[config.mk]
export PLATFORM = sky130hd
export DESIGN_NAME = square_of_prime_test_top
export DESIGN_NICKNAME = d
export VERILOG_FILES = /design/src/hdl/spt_pkg.sv /design/src/hdl/spt_sub_unit.sv /design/src/hdl/square_of_prime_test_top.sv
export SDC_FILE = /design/constraint.sdc
export NUM_CORES = 1
export LEC_CHECK = 0
export ABC_AREA = 0
export BUFFER_PORTS_ARGS = -buffer_cell sky130_fd_sc_hd__buf_2
export CELL_PAD_IN_SITES_DETAIL_PLACEMENT = 0
export CELL_PAD_IN_SITES_GLOBAL_PLACEMENT = 1
export CORE_MARGIN = 1.5
export CORE_UTILIZATION = 45
export DETAILED_ROUTE_END_ITERATION = 7
export MAX_ROUTING_LAYER = met4
export PLACE_DENSITY = 0.74
export SYNTH_ARGS = -nofsm -noshare
export SYNTH_HDL_FRONTEND = slang
export SYNTH_SLANG_ARGS = --single-unit
[constraint.sdc]
create_clock -name clock -period 4.82 [get_ports clock]
set_input_delay 0.241 -clock clock [delete_from_list [all_inputs] [get_ports clock]]
set_output_delay 0.241 -clock clock [all_outputs]
set_load 0.01 [all_outputs]
[src/hdl/spt_pkg.sv]
`timescale 1ns / 1ps
// ----------------------------------------------------------------------------
// spt_pkg
// Shared types and constants of the square-of-prime test block.
// ----------------------------------------------------------------------------
package spt_pkg;

   typedef enum logic [8:0] {
      ST_IDLE   = 9'b000000001,
      ST_ROOT   = 9'b000000010,
      ST_SQEND  = 9'b000000100,
      ST_LIMIT  = 9'b000001000,
      ST_LIMEND = 9'b000010000,
      ST_DIV    = 9'b000100000,
      ST_DVEND  = 9'b001000000,
      ST_CHECK  = 9'b010000000,
      ST_DONE   = 9'b100000000
   } state_type;

   localparam int FIRST_CAND    = 5;
   localparam int CAND_STEP     = 6;
   localparam int CAND_PAIR_GAP = 2;
   localparam int DIV_TWO       = 2;
   localparam int DIV_THREE     = 3;
   localparam int LAST_NONPRIME = 1;
   localparam int LAST_SMALL    = 3;

endpackage

[src/hdl/spt_sub_unit.sv]
`timescale 1ns / 1ps
// ----------------------------------------------------------------------------
// spt_sub_unit
// Shared subtract/compare unit: difference of two operands and a >= flag.
// Serves the square root steps, the division steps and the loop bound test.
// ----------------------------------------------------------------------------
module spt_sub_unit #(
   parameter int WIDTH = 18
) (
   input  logic [WIDTH-1:0] op_a,
   input  logic [WIDTH-1:0] op_b,
   output logic [WIDTH-1:0] diff,
   output logic             ge
);

   logic [WIDTH:0] wide;

   assign wide = {1'b0, op_a} - {1'b0, op_b};
   assign diff = wide[WIDTH-1:0];
   assign ge   = ~wide[WIDTH];

endmodule

[src/hdl/square_of_prime_test_top.sv]
`timescale 1ns / 1ps
// ----------------------------------------------------------------------------
// square_of_prime_test_top
// Reports whether an unsigned value is the square of a prime.
//
// Request channel (req_valid/req_ready/req_value) takes one transaction at a
// time; req_ready is high only while the block is idle. Response channel
// (rsp_valid/rsp_ready/rsp_is_t_prime) returns one transaction per request.
// The value's floor root is found one bit per cycle, then the root of the root
// for the loop bound. Each trial divisor runs on a one-bit-per-cycle restoring
// divider, and every pair of divisors adds one bound check. All steps share
// one subtract/compare unit, which sets the rate. A new request is taken as
// soon as the result is in the output register; if the receiver stalls, the
// next result waits in the DONE state until the output register frees.
// Reset returns to idle and drops any pending result.
// ----------------------------------------------------------------------------
module square_of_prime_test_top #(
   parameter int VALUE_WIDTH = 32
) (
   input  logic                   clock,
   input  logic                   reset,
   input  logic                   req_valid,
   output logic                   req_ready,
   input  logic [VALUE_WIDTH-1:0] req_value,
   output logic                   rsp_valid,
   input  logic                   rsp_ready,
   output logic                   rsp_is_t_prime
);

   localparam int RW = (VALUE_WIDTH + 1) / 2;
   localparam int SW = 2 * RW;
   localparam int UW = RW + 2;
   localparam int CW = $clog2(RW);

   spt_pkg::state_type state_ff, state_in;

   logic [SW-1:0] src_ff, src_in;
   logic [UW-1:0] rem_ff, rem_in;
   logic [RW-1:0] acc_ff, acc_in;
   logic [RW-1:0] root_ff, root_in;
   logic [RW-1:0] lim_ff, lim_in;
   logic [RW-1:0] cand_ff, cand_in;
   logic [RW-1:0] div_ff, div_in;
   logic [CW-1:0] cnt_ff, cnt_in;
   logic          second_ff, second_in;
   logic          first_ff, first_in;
   logic          ans_ff, ans_in;
   logic          rsp_valid_ff, rsp_valid_in;
   logic          rsp_data_ff, rsp_data_in;

   logic [UW-1:0] op_a;
   logic [UW-1:0] op_b;
   logic [UW-1:0] diff;
   logic          ge;

   spt_sub_unit #(.WIDTH(UW)) u_sub (
      .op_a (op_a),
      .op_b (op_b),
      .diff (diff),
      .ge   (ge)
   );

   assign req_ready      = (state_ff == spt_pkg::ST_IDLE);
   assign rsp_valid      = rsp_valid_ff;
   assign rsp_is_t_prime = rsp_data_ff;

   // operand select for the shared unit
   always_comb begin
      op_a = '0;
      op_b = '0;
      unique case (state_ff)
         spt_pkg::ST_ROOT, spt_pkg::ST_LIMIT: begin
            op_a = {rem_ff[UW-3:0], src_ff[SW-1:SW-2]};
            op_b = {acc_ff, 2'b01};
         end
         spt_pkg::ST_DIV: begin
            op_a = {1'b0, rem_ff[RW-1:0], src_ff[SW-1]};
            op_b = {2'b00, div_ff};
         end
         spt_pkg::ST_CHECK: begin
            op_a = {2'b00, lim_ff};
            op_b = {2'b00, cand_ff};
         end
         default: begin
            op_a = '0;
            op_b = '0;
         end
      endcase
   end

   always_comb begin
      state_in     = state_ff;
      src_in       = src_ff;
      rem_in       = rem_ff;
      acc_in       = acc_ff;
      root_in      = root_ff;
      lim_in       = lim_ff;
      cand_in      = cand_ff;
      div_in       = div_ff;
      cnt_in       = cnt_ff;
      second_in    = second_ff;
      first_in     = first_ff;
      ans_in       = ans_ff;
      rsp_valid_in = rsp_valid_ff & ~rsp_ready;
      rsp_data_in  = rsp_data_ff;

      unique case (state_ff)
         spt_pkg::ST_IDLE: begin
            if (req_valid) begin
               src_in   = SW'(req_value);
               rem_in   = '0;
               acc_in   = '0;
               cnt_in   = CW'(RW - 1);
               state_in = spt_pkg::ST_ROOT;
            end
         end
         spt_pkg::ST_ROOT, spt_pkg::ST_LIMIT: begin
            rem_in = ge ? diff : op_a;
            acc_in = {acc_ff[RW-2:0], ge};
            src_in = {src_ff[SW-3:0], 2'b00};
            cnt_in = cnt_ff - CW'(1);
            if (cnt_ff == '0) begin
               state_in = (state_ff == spt_pkg::ST_ROOT) ? spt_pkg::ST_SQEND
                                                         : spt_pkg::ST_LIMEND;
            end
         end
         spt_pkg::ST_SQEND: begin
            root_in = acc_ff;
            if (rem_ff != '0) begin
               ans_in   = 1'b0;
               state_in = spt_pkg::ST_DONE;
            end else if (acc_ff <= RW'(spt_pkg::LAST_NONPRIME)) begin
               ans_in   = 1'b0;
               state_in = spt_pkg::ST_DONE;
            end else if (acc_ff <= RW'(spt_pkg::LAST_SMALL)) begin
               ans_in   = 1'b1;
               state_in = spt_pkg::ST_DONE;
            end else begin
               src_in   = {{RW{1'b0}}, acc_ff};
               rem_in   = '0;
               acc_in   = '0;
               cnt_in   = CW'(RW - 1);
               state_in = spt_pkg::ST_LIMIT;
            end
         end
         spt_pkg::ST_LIMEND: begin
            lim_in    = acc_ff;
            div_in    = RW'(spt_pkg::DIV_TWO);
            cand_in   = RW'(spt_pkg::FIRST_CAND);
            first_in  = 1'b1;
            second_in = 1'b0;
            src_in    = {root_ff, {RW{1'b0}}};
            rem_in    = '0;
            cnt_in    = CW'(RW - 1);
            state_in  = spt_pkg::ST_DIV;
         end
         spt_pkg::ST_DIV: begin
            rem_in = ge ? diff : op_a;
            src_in = {src_ff[SW-2:0], 1'b0};
            cnt_in = cnt_ff - CW'(1);
            if (cnt_ff == '0) begin
               state_in = spt_pkg::ST_DVEND;
            end
         end
         spt_pkg::ST_DVEND: begin
            if (rem_ff == '0) begin
               ans_in   = 1'b0;
               state_in = spt_pkg::ST_DONE;
            end else if (!second_ff) begin
               second_in = 1'b1;
               div_in    = first_ff ? RW'(spt_pkg::DIV_THREE)
                                    : cand_ff + RW'(spt_pkg::CAND_PAIR_GAP);
               src_in    = {root_ff, {RW{1'b0}}};
               rem_in    = '0;
               cnt_in    = CW'(RW - 1);
               state_in  = spt_pkg::ST_DIV;
            end else begin
               second_in = 1'b0;
               first_in  = 1'b0;
               if (!first_ff) begin
                  cand_in = cand_ff + RW'(spt_pkg::CAND_STEP);
               end
               state_in = spt_pkg::ST_CHECK;
            end
         end
         spt_pkg::ST_CHECK: begin
            if (ge) begin
               div_in   = cand_ff;
               src_in   = {root_ff, {RW{1'b0}}};
               rem_in   = '0;
               cnt_in   = CW'(RW - 1);
               state_in = spt_pkg::ST_DIV;
            end else begin
               ans_in   = 1'b1;
               state_in = spt_pkg::ST_DONE;
            end
         end
         spt_pkg::ST_DONE: begin
            if (!rsp_valid_ff || rsp_ready) begin
               rsp_valid_in = 1'b1;
               rsp_data_in  = ans_ff;
               state_in     = spt_pkg::ST_IDLE;
            end
         end
         default: begin
            state_in = spt_pkg::ST_IDLE;
         end
      endcase
   end

   always_ff @(posedge clock) begin
      if (reset) begin
         state_ff     <= spt_pkg::ST_IDLE;
         rsp_valid_ff <= 1'b0;
         second_ff    <= 1'b0;
         first_ff     <= 1'b0;
         cnt_ff       <= '0;
      end else begin
         state_ff     <= state_in;
         rsp_valid_ff <= rsp_valid_in;
         second_ff    <= second_in;
         first_ff     <= first_in;
         cnt_ff       <= cnt_in;
      end
   end

   always_ff @(posedge clock) begin
      src_ff      <= src_in;
      rem_ff      <= rem_in;
      acc_ff      <= acc_in;
      root_ff     <= root_in;
      lim_ff      <= lim_in;
      cand_ff     <= cand_in;
      div_ff      <= div_in;
      ans_ff      <= ans_in;
      rsp_data_ff <= rsp_data_in;
   end

endmodule

Yosys cells after proc, flatten, opt, wreduce, memory -nomap -nowiden
Cells that the tools add are included.
Word-level totals
  bits in registers: 148
  latch bits: 0
  bits in writable memories: 0
  bits in read-only memories: 0
  output and inout port bits: 3
  logic and storage cells: 137
  memories: 0
Operators by class
  $add $sub $neg: 4
  multipliers: 0
  div/mod/pow operators: 0
  order comparisons: 2
  equal/unequal tests: 24
  shift operators: 0
  multiplexer cells: 67
  bitwise operators: 3
  reductions and logical operators: 23
Operators by type and width (number)
  2-to-1 mux 32 bit: 7
  one-hot mux 32 bit (7 select lines): 1
  2-to-1 mux 16 bit: 11
  2-to-1 mux 18 bit: 8
  one-hot mux 18 bit (3 select lines): 2
  one-hot mux 18 bit (6 select lines): 1
  one-hot mux 16 bit (3 select lines): 2
  2-to-1 mux 9 bit: 9
  one-hot mux 9 bit (8 select lines): 1
  one-hot mux 16 bit (2 select lines): 1
  2-to-1 mux 4 bit: 7
  != test 2 bit (second input constant): 13
  one-hot mux 4 bit (6 select lines): 1
  subtractor 18 x 18 -> 19 bit: 1
  zero test 18 bit: 1
  nonzero test 18 bit: 1
  adder 16 x 2 -> 16 bit (second input constant): 1
  adder 16 x 3 -> 16 bit (second input constant): 1
  less-or-equal comparator 16 x 1 -> 1 bit (second input constant): 1
  less-or-equal comparator 16 x 2 -> 1 bit (second input constant): 1
  AND reduction 4 bit: 4
  AND reduction 8 bit: 2
  2-to-1 mux 1 bit: 11
  == test 9 x 1 -> 1 bit (second input constant): 1
  29 further kinds: 34

Longest topological paths before layout
  depth after elaboration: 6
  mapped depth: 18
  depth with buffers taken out: 14

By module
From an unflattened synthesis, not the netlist that was laid out.
Second synthesis, totals
  cells, all modules: 773
  area total of the unflattened synthesis: 8141.6 sq um
Modules (own cells, without submodules)
  square_of_prime_test_top: instances 1, cells each 660, area each 7338.3 sq um, sequential area each 4254.1 sq um
  spt_sub_unit: instances 1, cells each 113, area each 803.3 sq um, sequential area each 0.0 sq um

Least setup slack after synthesis
No wires, ideal clock.
  path type: flip-flop to flip-flop
  start point: register state_ff[0]
  end point: register src_ff[0] (enable)
  library setup time: 0.387 ns
  data arrival time: 4.103 ns
  required time: 4.433 ns
  slack: 0.330 ns
  stages on the path, launching flop included: 16
  buffers on the path: 3
  period minus slack after synthesis: 4.490 ns
  cells stage by stage: dfxtp_1 buf_6 nor4_4 nand2b_2 nor3_2 clkbuf_1 buf_1 a221oi_1 ha_1 nand3_1 or3_1 a21oi_1 nor3_2 a21boi_1 nand3_1 inv_1
On the way
  longest elaborated chain between the ends: 6
  elaborated cells on any way between the ends: 21
  classes of those cells: 1 x add/sub; 15 x eq/ne; 2 x mux; 3 x reduce/logical
RTL lines
  start, declared: RTL line square_of_prime_test_top.sv:35  | spt_pkg::state_type state_ff, state_in;
  start signal, assigned: RTL line square_of_prime_test_top.sv:213  | state_ff <= spt_pkg::ST_IDLE;
  start signal, assigned: RTL line square_of_prime_test_top.sv:219  | state_ff <= state_in;
  == test 9 x 2 -> 1 bit / == test 9 x 4 -> 1 bit (equally long branches): RTL line square_of_prime_test_top.sv:71, square_of_prime_test_top.sv:107
  OR reduction 2 bit: RTL line square_of_prime_test_top.sv:71, square_of_prime_test_top.sv:107
  one-hot mux 18 bit (3 select lines): RTL line square_of_prime_test_top.sv:71  | unique case (state_ff)
  subtractor 18 x 18 -> 19 bit: RTL line spt_sub_unit.sv:18  | assign wide = {1'b0, op_a} - {1'b0, op_b};
  != test 2 bit (no source line)
  AND reduction 8 bit (no source line) *
  end signal, assigned: RTL line square_of_prime_test_top.sv:228  | src_ff <= src_in;
  end, declared: RTL line square_of_prime_test_top.sv:37  | logic [SW-1:0] src_ff, src_in;
Mark *: on every way between the ends. The rest lies on a longest branch, timed or not.
A chain may end at the register's enable or synchronous reset.

Final worst setup path
  start point: register state_ff[2]
  end point: register ans_ff (enable)
On the way
  longest elaborated chain between the ends: 6
  elaborated cells on any way between the ends: 15
  classes of those cells: 1 x add/sub; 9 x eq/ne; 2 x mux; 3 x reduce/logical
RTL lines
  == test 9 x 2 -> 1 bit / == test 9 x 4 -> 1 bit (equally long branches): RTL line square_of_prime_test_top.sv:71
  OR reduction 2 bit: RTL line square_of_prime_test_top.sv:71
  one-hot mux 18 bit (3 select lines): RTL line square_of_prime_test_top.sv:71
  subtractor 18 x 18 -> 19 bit: RTL line spt_sub_unit.sv:18
  != test 2 x 1 -> 1 bit (no source line)
  AND reduction 4 bit (no source line) *
  end signal, assigned: RTL line square_of_prime_test_top.sv:235  | ans_ff <= ans_in;
  end, declared: RTL line square_of_prime_test_top.sv:47  | logic ans_ff, ans_in;
Marked as above.

==> Flow_metrics.wiki <==
{| class="wikitable"
! Metric !! Value
|-
| Setup slack, reg-to-reg || about 0.3 ns
|-
| Top sig layer || met4
|-
| Fill cells || between 1,500 and 2,000
|-
| Slew @ Worst Pin || 1.02 ns
|-
| Unrepaired setup endpoints after global routing || no
|-
| Vias per cell || 6.02
|-
| Initial core utilization || between 40 and 50%
|-
| Total negative setup slack || 0 ns
|-
| Synthesis warning total || 0
|-
| Setup CP Type || reg2reg
|-
| Port-buffer cells || 38
|-
| Area of all sequential standard cells || between 4000 and 5000 um^2
|-
| Outcome || completed
|-
| Worst hold path type || in2reg
|-
| Number of buffers and inverters on the critical path || 1
|-
| Fin crit period || ~4.5 ns
|-
| Longest individual stage delay on the worst path || about 0.6 ns
|-
| Pin count of the biggest net entering global routing || slightly above 60
|-
| Startpoint types || flip-flop
|-
| Average footprint of a synthesized cell || 10.4 um^2
|-
| Post-layout net count || about 870
|-
| Worst VDD drop || a little under 0.0005 V
|-
| Number of DRC markers after the initial detailed-route iteration || 681
|-
| Number of H-tree levels || 4
|-
| Row Count || 48
|-
| Met3 wirelength from detailed routing || 1150 um
|-
| Slowest-stage cell, CP || sky130_fd_sc_hd__a2111oi_0
|-
| Detailed-route via count || ~6,300
|-
| Layout cell share with drive strength beyond 1 || a little over an eighth
|-
| CP arrival || ~4.6 ns
|-
| Horizontal extent of the die || around 140 um
|-
| CTS max path bufs || 2
|-
| Main synth FF type || sky130_fd_sc_hd__edfxtp_1
|-
| Proportion of synthesized chip area in sequential cells || a little over half
|-
| # DRC || 0
|-
| Setup violations, final || 0
|-
| Crit Reg-Reg Endpoint || ans_ff
|-
| Cell count of the worst reg-to-reg path || 12
|-
| Largest fanout of any net on the critical path || 27
|-
| Cts bufs inserted || 17
|-
| Max Cap Viol || 0
|-
| Critical hold path startpoint || req_value[0]
|-
| Routed len/inst || 20.1 um
|-
| HPWL Detailed || 15,000 um
|-
| Gr ovfl total || 0
|-
| Summed instance area of the synthesized netlist || approximately 8100 um^2
|-
| Latest clock arrival within the worst-skew pair || 0.43 ns
|-
| Final antenna diode count || 0
|-
| Global-route wire length before repair || around 33,000 um
|-
| DR WL met2 || roughly 10,000 um
|-
| Reported leakage power || approximately 0.0032 uW
|-
| Flop and latch count out of synthesis || about 150
|-
| Core outline area || around 17,000 um^2
|-
| Total power divided by cell area || approximately 610 nW/um^2
|-
| Number of pins exceeding their max-slew limit in the final report || 0
|-
| Io pins || 39
|-
| Die Footprint || 18,800 um^2
|-
| Via count of the first global-routing pass || between 6,000 and 7,000
|-
| Cells traversed along the worst timing path || nor4_4 -> nand2b_2 -> nor3_4 -> buf_4 -> a221oi_1 -> ha_1 -> a21oi_1 -> a211oi_1 -> a211o_1 -> nor3_2 -> nor2_4 -> a2111oi_0
|-
| Antenna violations before repair || 0
|-
| Post-CTS resize count || 0
|-
| Final worst-path cycle share || a little over nine tenths
|-
| Pre-Repair DR Iteration Count || 8
|-
| Max transition margin || between 30% and 40%
|-
| Total wire length || 21,000 um
|-
| WHS Path Cells || 3
|-
| Cell type group with the largest total delay on the critical path || compound AO/OA/AOI/OAI gates
|-
| Clock Root Buffer || sky130_fd_sc_hd__clkbuf_16
|-
| Element type at the critical path end || flip-flop
|-
| Syn nets || approximately 830
|-
| Routed length on met1 || just under 10,000 um
|-
| Clock Sink Count || around 150
|-
| Count of flip-flops with a built-in enable after synthesis || approximately 130
|-
| TritonCTS clock tree || built
|-
| Reg-to-reg critical path startpoint || state_ff[2]
|-
| Vert. Die Dim || 137 um
|-
| Global Route Usage Sum || 24.5%
|-
| Share of synthesized registers carrying an async set or reset || 0%
|-
| End point of the worst hold path || src_ff[0]
|-
| Final hold violation count || 0
|-
| Combined area of the multi-input logic cells || 3550 um^2
|-
| Register clock-pin slew on the reported worst setup and hold paths || about 0.07 ns
|-
| Final worst clock skew || 0.0104 ns
|-
| Fmax || 0.221 GHz
|-
| Post-detailed-placement cell area || 8530 um^2
|-
| Critical path data required time || ~5 ns
|-
| Number of distinct standard cells referenced by the synthesized netlist || a little over 70
|-
| Cells after Synth || between 700 and 800
|-
| Final weighted congestion in routability-driven placement || between 0.8 and 0.9
|-
| Area of all placed cells without fillers || about 9200 um^2
|-
| DRT antenna net count || 0
|-
| Area grow syn2layout || 13.7%
|}
==> metal layers <==
metal | track usage, % | vias up
met5 | - | -
met4 | 5.73 | 0
met3 | 4.81 | 18
met2 | 37.3 | 185
met1 | 34.0 | 3083
li1 | - | 3022
==> cell usage after synthesis (all sizes together), types with 3 or more instances <==
cell type	n	area [um^2]
edfxtp	131	3930
nor2	97	372
nand2	86	323
a21oi	41	205
o21ai	38	190
a22oi	33	248
buf	24	131
clkbuf	23	86.3
ha	21	263
a31oi	20	125
inv	20	75.1
a221oi	19	166
and2	19	119
a222oi	18	180
dfxtp	16	320
nand3	15	75.1
nor3	15	96.4
xor2	15	131
xnor2	14	123
a211oi	12	90.1
and3	12	75.1
mux2i	9	90.1
nor4	9	77.6
nor2b	8	50.1
or3	6	37.5
o31ai	5	37.5
or2	5	33.8
a211o	3	26.3
nand4	3	18.8
o21bai	3	22.5
or4	3	30.0
==> cell type report <==
class                           count  area share [%]
Sequential cell                   147            46.4
Multi-Input combinational cell    562            38.6
Clock buffer                       18            4.68
Timing Repair Buffer               61            4.50
Tap cell                          225            3.07
Clock inverter                     14            1.94
Inverter                           20           0.818
==> stage by stage <==
stage	std cells	setup slack (ns)	util, %	power, uW	hold WS (ns)
6_report	1047	0.293	52.7	5580	0.102
4_1_cts	1045	0.121	52.5	5570	0.0880
3_5_place_dp	1013	0.127	49.0	4210	0.444
5_1_grt	1047	0.00710	52.7	5890	0.112
2_1_floorplan	776	0.330	-	3540	0.400
3_3_place_gp	1013	0.141	49.0	4160	0.464
==> power breakdown <==
part,internal (uW),switching (uW)
Sequential,1900,331
Clock,820,547
Combinational,764,1220
==> registers in the layout (all words and copies together), names as in the netlist <==
name / flops
div_ff: 16
ans_ff: 1
src_ff: 32
cand_ff: 15
cnt_ff: 4
rsp_is_t_prime: 1
acc_ff: 16
second_ff: 1
lim_ff: 16
rsp_valid: 1
state_ff: 9
rem_ff: 18
root_ff: 16
first_ff: 1
==> what timing repair did <==
item / in CTS / in global routing
setup buffers: 0 / 2
hold buffers: 0 / 0
endpoints found under the setup margin: 0 / 82
==> logic make-up after synthesis <==
group / after synthesis / synth area share, %
adder cells (fa/ha/maj): 22 / 3.50
buffers and inverters: 67 / 3.63
AO/OA/AOI/OAI: 213 / 18.5
AND/OR/NAND/NOR: 288 / 17.3
XOR/XNOR: 29 / 3.15
multiplexers: 10 / 1.26
flip-flops: 147 / 52.7
==> worst max-delay path by stage <==
stage | to | cells after the start | startpoint
after floorplan | src_ff[0] | 15 | state_ff[0]
after global placement | ans_ff | 12 | state_ff[4]
after detailed placement | src_ff[24] | 17 | state_ff[4]
after CTS | src_ff[18] | 17 | state_ff[4]
after global routing | ans_ff | 12 | state_ff[2]
final | ans_ff | 12 | state_ff[2]
==> worst min-delay path, cell delays in order <==
cell                      delay (ns)
sky130_fd_sc_hd__buf_2          0.07
sky130_fd_sc_hd__nand3_1        0.05
sky130_fd_sc_hd__nand2_1        0.05
==> cell usage in the layout (no fill, tap or decap), types with 5 or more instances in the layout <==
cell type and instances:
sky130_fd_sc_hd__a22oi_1 33, sky130_fd_sc_hd__clkbuf_16 17, sky130_fd_sc_hd__o21ai_0 38, sky130_fd_sc_hd__a21oi_1 41, sky130_fd_sc_hd__xor2_1 15, sky130_fd_sc_hd__nor2b_1 8, sky130_fd_sc_hd__a222oi_1 18, sky130_fd_sc_hd__o31ai_1 5
sky130_fd_sc_hd__buf_4 19, sky130_fd_sc_hd__or3_1 6, sky130_fd_sc_hd__a31oi_1 20, sky130_fd_sc_hd__nor2_1 96, sky130_fd_sc_hd__a221oi_1 19, sky130_fd_sc_hd__a211oi_1 11, sky130_fd_sc_hd__inv_1 20, sky130_fd_sc_hd__nand3_1 15
sky130_fd_sc_hd__nand2_1 85, sky130_fd_sc_hd__dfxtp_1 16, sky130_fd_sc_hd__nor4_1 7, sky130_fd_sc_hd__edfxtp_1 131, sky130_fd_sc_hd__nor3_1 12, sky130_fd_sc_hd__ha_1 21, sky130_fd_sc_hd__mux2i_1 9, sky130_fd_sc_hd__and3_1 12
sky130_fd_sc_hd__buf_2 38, sky130_fd_sc_hd__xnor2_1 14, sky130_fd_sc_hd__and2_1 19
Power figures use the tool's default switching activity.
